===== config.mk =====
export PLATFORM = sky130hd
export DESIGN_NAME = q2e_isqrt_cell
export DESIGN_NICKNAME = d
export VERILOG_FILES = /design/src/q2e_pkg.sv /design/src/q2e_isqrt_cell.sv
export SDC_FILE = /design/constraint.sdc
export NUM_CORES = 1
export LEC_CHECK = 0
export ABC_AREA = 1
export CORE_MARGIN = 1
export CORE_UTILIZATION = 45
export DETAILED_ROUTE_END_ITERATION = 16
export DONT_BUFFER_PORTS = 1
export GPL_TIMING_DRIVEN = 1
export MAX_ROUTING_LAYER = met4
export SYNTH_ARGS = -nofsm -noshare
export SYNTH_HDL_FRONTEND = slang
export SYNTH_SLANG_ARGS = --single-unit

===== constraint.sdc =====
create_clock -name clk -period 0.8 [get_ports clk]
set_clock_uncertainty 0.15 [all_clocks]
set_input_delay 0.08 -clock clk [delete_from_list [all_inputs] [get_ports clk]]
set_output_delay 0.08 -clock clk [all_outputs]
set_load 0.02 [all_outputs]

===== src/q2e_pkg.sv =====
// Package for the quaternion to Euler angle unit.
// Holds fixed widths, the CORDIC arctangent table and shared helper types.
// Depends on nothing.
package q2e_pkg;

	localparam int QW = 16;
	localparam int AW = 16;
	// Products are Q4.28 and reach 2^32 after doubling and summing.
	localparam int PW = 36;
	// CORDIC datapath width: the vector grows by about 1.65 over the stages.
	localparam int CW = 40;
	localparam int ACCW = 34;
	localparam int TAB_LEN = 24;
	localparam int SQW = 58;
	localparam int RTW = 30;

	typedef logic signed [QW-1:0] quat_t;
	typedef logic signed [AW-1:0] angle_t;
	typedef logic signed [PW-1:0] prod_t;
	typedef logic signed [CW-1:0] cvec_t;
	typedef logic signed [ACCW-1:0] acc_t;

	typedef struct packed {
		cvec_t xs;
		cvec_t ys;
		acc_t  acc;
	} cordic_t;

	localparam acc_t PI_ACC = acc_t'(64'sd2147483648);
	localparam prod_t ONE_Q28 = prod_t'(64'sd268435456);
	localparam angle_t HALF_PI_OUT = angle_t'(16384);

	// atan(2^-i) in accumulator units where pi = 2^31.
	function automatic acc_t atan_tab(input int i);
		acc_t r;
		case (i)
			0: r = acc_t'(536870912);
			1: r = acc_t'(316933406);
			2: r = acc_t'(167458907);
			3: r = acc_t'(85004756);
			4: r = acc_t'(42667331);
			5: r = acc_t'(21354465);
			6: r = acc_t'(10679838);
			7: r = acc_t'(5340245);
			8: r = acc_t'(2670163);
			9: r = acc_t'(1335087);
			10: r = acc_t'(667544);
			11: r = acc_t'(333772);
			12: r = acc_t'(166886);
			13: r = acc_t'(83443);
			14: r = acc_t'(41722);
			15: r = acc_t'(20861);
			16: r = acc_t'(10430);
			17: r = acc_t'(5215);
			18: r = acc_t'(2608);
			19: r = acc_t'(1304);
			20: r = acc_t'(652);
			21: r = acc_t'(326);
			22: r = acc_t'(163);
			23: r = acc_t'(81);
			default: r = '0;
		endcase
		return r;
	endfunction

	// Round the accumulator (pi = 2^31) to a 16-bit binary angle.
	function automatic angle_t round_angle(input acc_t a);
		acc_t t;
		t = a + acc_t'(32768);
		return t[31:16];
	endfunction

endpackage


===== src/q2e_isqrt_cell.sv =====
// One step of the digit-by-digit square root, two radicand bits per cell.
// Depends on q2e_pkg.
module q2e_isqrt_cell #(
	parameter int STEP = 0
) (
	input  logic clk,
	input  logic en,
	input  logic [q2e_pkg::SQW-1:0] rem_d,
	input  logic [q2e_pkg::RTW-1:0] root_d,
	output logic [q2e_pkg::SQW-1:0] rem_q,
	output logic [q2e_pkg::RTW-1:0] root_q
);
	import q2e_pkg::*;

	localparam int SH = 2 * (RTW - 1 - STEP);
	logic [SQW+1:0] trial;
	logic [SQW+1:0] part;

	// Try to set the next root bit; keep it if the remainder stays positive.
	always_comb begin
		part = {2'b0, rem_d} >> SH;
		trial = {{(SQW-RTW){1'b0}}, root_d, 2'b01};
	end

	always_ff @(posedge clk) begin
		if (en) begin
			if (part >= trial) begin
				rem_q <= rem_d - SQW'(trial << SH);
				root_q <= {root_d[RTW-2:0], 1'b1};
			end else begin
				rem_q <= rem_d;
				root_q <= {root_d[RTW-2:0], 1'b0};
			end
		end
	end
endmodule


==> flow_metrics.env, run 1 <==
export IMPL_floorplan_core_area_sq_mm=0.00557
export IMPL_postSynthCellCount=89
export IMPL_finalNetCount=276
export IMPL_clock_tree_buf_depth=2
export IMPL_die_area_sq_mm=0.00614
export IMPL_overflow=0
export IMPL_initial_antenna_violation_count=1
export IMPL_postSynthAreaPerCell_sq_um=29.5
export IMPL_firstDrtPassIters=4
export IMPL_clk_pin_slew_ns=0.08
export IMPL_tritoncts_sinks=87
export IMPL_post_cts_sizing=0
export IMPL_initial_core_util_pct=47.1
export IMPL_total_power_w=0.00956
export IMPL_grt_max_degree=88
export IMPL_worst_slack_ns=-0.280
export IMPL_synth_yosys_seq_area_share_pct=99.6
export IMPL_synth_area_leaders="edfxtp_1 100%, buf_4 0.29%, conb_1 0.14%"
export IMPL_vias_in_the_first_global_route=1399
export IMPL_holdBufCountCts=87
export IMPL_crit_arrival_ns=0.85
export IMPL_power_per_cell_area_mw_per_mm2=2520
export IMPL_drc=0
export IMPL_grt_setup_unrepaired="true"
export IMPL_synth_top_area_cell="edfxtp_1"
export IMPL_route_final_wire_length_um=5310
export IMPL_yosysWarningCount=0
export IMPL_max_freq_mhz=926
export IMPL_routed_via_density=4.82
export IMPL_global_route_wire_length_before_repair_um=7420
export IMPL_io_buffer_count=0
export IMPL_syn_cell_area_sq_mm=0.00262
export IMPL_dieHeight_um=78.4
export IMPL_mostFrequentLayoutCells="87 x dlygate4sd3_1, 87 x edfxtp_1, 9 x clkbuf_8"
export IMPL_failed_checks="negative hold slack, negative setup slack"
export IMPL_worst_setup_path_start_kind="flip-flop"
export IMPL_hold_ws_ns=-0.305
export IMPL_row_count=27
export IMPL_globalplace_congestion=0.663
export IMPL_drv_slew=0
export IMPL_p_leak_nw=1.32
export IMPL_hp_class="input port to flip-flop"
export IMPL_timing_critical_path_depth=0
export IMPL_cts_tree="yes"
export IMPL_critical_path_class="flip-flop to primary output"
export IMPL_post_route_cells_drive_above_1_share_pct=7.33
export IMPL_route_vias_total=1273
export IMPL_place_area_sq_mm=0.00271
export IMPL_post_cts_setup_buffer_count=0
export IMPL_fin_tns_setup_ns=-22.22
export IMPL_area_growth_from_synthesis_to_final_layout_pct=44.5
export IMPL_wl_per_cell_um=20.1
export IMPL_vdd_drop_max_mv=1.60
export IMPL_tritoncts_num_buffers=9
export IMPL_hold_violation_count_in_the_final_report=87
export IMPL_yosysTopAreaCellShare_pct=99.6
export IMPL_final_min_clock_period_ns=1.08
export IMPL_synth_fp_nets=179
export IMPL_global_route_usage_total_pct=18.3
export IMPL_initialDrtViolationCount=59
export IMPL_worst_endpoint_required_ns=0.57
export IMPL_synth_distinct_cells=3
export IMPL_setup_violations=87
export IMPL_top_level_ports=178
export IMPL_dieWidth_um=78.4
export IMPL_htree_levels=3
export IMPL_post_route_cell_area_sq_mm=0.00379
export IMPL_final_min_period_over_clock_period_pct=135
export IMPL_ant_nets=0
export IMPL_cts_root_buf="clkbuf_8"
export IMPL_worst_path_max_fanout=1
export IMPL_timing_critical_path_to_type="primary output"
export IMPL_post_route_util_pct=68.0
export IMPL_hold_depth=0
export IMPL_max_cap_violations=0
export IMPL_outcome="finished with violations"
export IMPL_yosys_register_bits=87
==> metrics by stage <==
step	setup slack, ns	instances
2_1_floorplan	0.121	89
6_report	-0.280	264
3_5_place_dp	0.0886	160
4_1_cts	-0.298	263
3_3_place_gp	0.0930	160
5_1_grt	-0.309	264
==> synthesized netlist by cell type <==
library cell  count
buf_4             1
edfxtp_1         87
conb_1            1
==> report_power, final <==
part           internal, W  switching [W]  leakage, nW
clock network      0.00175        0.00141        0.104
registers          0.00544       0.000599        0.851
logic             0.000282      0.0000743        0.367
total              0.00747        0.00209         1.32
==> kinds of logic (layout without fill, tap and decap cells) <==
kind of cell  Yosys count  count (layout)  share of synthesized area [%]
buf+inv                 1             103                          0.286
flops                  87              87                           99.6
other cells             1               2                          0.143
==> final timing paths <==
path,start,end
worst max-delay path,root_q[10],root_q[10]
worst min-delay path,en,rem_q[13]
==> area by class of cell <==
type	instances	area (sq um)
Antenna cell	1	2.50
Clock buffer	10	128
Clock inverter	6	85.1
Fill cell	375	1780
Multi-Input combinational cell	1	3.75
Sequential cell	87	2610
Tap cell	72	90.1
Timing Repair Buffer	87	871
==> registers in the layout, indices dropped and copies added, names as in the netlist <==
signal  flops
rem_q      58
root_q     29
==> metal layers <==
layer / global-route usage (%) / routed length [um] / vias up
li1: - / - / 552
met1: 19.4 / 1960 / 586
met2: 29.2 / 2670 / 123
met3: 6.63 / 583 / 12
met4: 11.3 / 106 / 0
met5: - / 0 / -
Power figures use the tool's default switching activity.
==> inputs of run 2 (changes only) <==
==> constraint.sdc (replaced) <==
create_clock -name clk -period 1.35 [get_ports clk]
set_clock_uncertainty 0.15 [all_clocks]
set_input_delay 0.135 -clock clk [delete_from_list [all_inputs] [get_ports clk]]
set_output_delay 0.135 -clock clk [all_outputs]
set_load 0.02 [all_outputs]
==> run 2 against run 1 <==
  * Clock-buffer cell count unchanged
  * Critical path depth unchanged
  * First-iteration DRC count increased by 53%
  * Clock power decreased by 54%
  * Sequential power decreased by 41%
  * Largest power group unchanged
  * The flow finishes with violations (negative hold slack)
  * Via count decreased by 1.6%
==> flow_metrics.env, run 2 (same netlist as run 1, synthesis figures left out) <==
export IMPL_hp_class="input port to flip-flop"
export IMPL_vias_in_the_first_global_route=1395
export IMPL_initialDrtViolationCount=90
export IMPL_worst_endpoint_required_ns=1.07
export IMPL_io_buffer_count=0
export IMPL_drc=0
export IMPL_drv_slew=0
export IMPL_max_cap_violations=0
export IMPL_overflow=0
export IMPL_critical_path_class="flip-flop to primary output"
export IMPL_clk_pin_slew_ns=0.08
export IMPL_vdd_drop_max_mv=0.846
export IMPL_flip_flop_count_of_the_largest_register_after_layout=58
export IMPL_post_route_cells_drive_above_1_share_pct=5.76
export IMPL_global_route_usage_total_pct=18.8
export IMPL_finalNetCount=276
export IMPL_global_route_wire_length_before_repair_um=7630
export IMPL_cts_tree="yes"
export IMPL_wl_per_cell_um=20.2
export IMPL_post_cts_setup_buffer_count=0
export IMPL_dieHeight_um=78.4
export IMPL_htree_levels=3
export IMPL_post_cts_sizing=0
export IMPL_ant_nets=0
export IMPL_failed_checks="negative hold slack"
export IMPL_final_min_period_over_clock_period_pct=83.3
export IMPL_power_per_cell_area_mw_per_mm2=1400
export IMPL_clock_tree_buf_depth=2
export IMPL_tritoncts_sinks=87
export IMPL_max_freq_mhz=889
export IMPL_p_leak_nw=1.29
export IMPL_final_min_clock_period_ns=1.13
export IMPL_outcome="finished with violations"
export IMPL_top_level_ports=178
export IMPL_grt_setup_unrepaired="false"
export IMPL_num_fill_cells=388
export IMPL_route_vias_total=1253
export IMPL_initial_antenna_violation_count=1
export IMPL_tritoncts_num_buffers=9
export IMPL_timing_critical_path_to_type="primary output"
export IMPL_mostFrequentLayoutCells="87 x dlygate4sd3_1, 87 x edfxtp_1, 9 x clkbuf_8"
export IMPL_area_growth_from_synthesis_to_final_layout_pct=42.3
export IMPL_holdBufCountCts=87
export IMPL_globalplace_congestion=0.661
export IMPL_die_area_sq_mm=0.00614
export IMPL_floorplan_core_area_sq_mm=0.00557
export IMPL_worst_path_max_fanout=1
export IMPL_fin_tns_setup_ns=0
export IMPL_hold_violation_count_in_the_final_report=87
export IMPL_grt_max_degree=88
export IMPL_hold_ws_ns=-0.242
export IMPL_setup_violations=0
export IMPL_routed_via_density=4.75
export IMPL_dieWidth_um=78.4
export IMPL_cts_root_buf="clkbuf_8"
export IMPL_firstDrtPassIters=4
export IMPL_initial_core_util_pct=47.1
export IMPL_reg_top3="rem_q x58, root_q x29"
export IMPL_register_with_the_most_flip_flops="rem_q"
export IMPL_crit_arrival_ns=0.84
export IMPL_route_final_wire_length_um=5340
export IMPL_row_count=27
export IMPL_worst_setup_path_start_kind="flip-flop"
run 2: cell count changes in the layout (fill, tap and decap cells not counted), sizes merged:
cell	delta
bufinv	-2
clkinv	+2
run 2: cell type report:
| type | instances | area, sq um | area share, % |
|---|---|---|---|
| sequential | 87 | 2610 | 69.9 |
| timing repair buffer | 87 | 871 | 23.3 |
| clock buffer | 10 | 128 | 3.42 |
| tap | 72 | 90.1 | 2.41 |
| clock inverter | 6 | 27.5 | 0.737 |
| multi-input combinational | 1 | 3.75 | 0.101 |
| antenna | 1 | 2.50 | 0.0670 |
run 2: stage by stage:
step	total power, W	utilization, %	setup WS [ns]	cell area, sq um	instances
final	0.00524	67.0	0.225	3730	264
after CTS	0.00528	67.0	0.205	3730	263
after floorplan	0.00361	-	0.616	2620	89
after global routing	0.00541	67.0	0.189	3730	264
after global placement	0.00364	48.6	0.583	2710	160
after detailed placement	0.00364	48.6	0.584	2710	160
run 2: per-layer routing:
| layer | track usage, % | part of all wire, % | up-vias |
|---|---|---|---|
| li1 | - | - | 550 |
| met2 | 30.7 | 52 | 119 |
| met3 | 7.67 | 11 | 9 |
| met5 | - | 0 | - |
| met1 | 20.0 | 35 | 575 |
| met4 | 8.89 | 1.7 | 0 |
run 2: worst paths after layout:
check | from | endpoint | slack, ns | depth (start not counted)
worst min-delay path | en | root_q[16] | -0.24 | 0
worst max-delay path | rem_q[11] | rem_q[11] | 0.22 | 0
run 2: power by group:
part	switching, W	internal [W]	leakage, nW
Clock	0.000805	0.000641	0.0762
Sequential	0.000357	0.00323	0.851
Combinational	0.0000440	0.000167	0.367
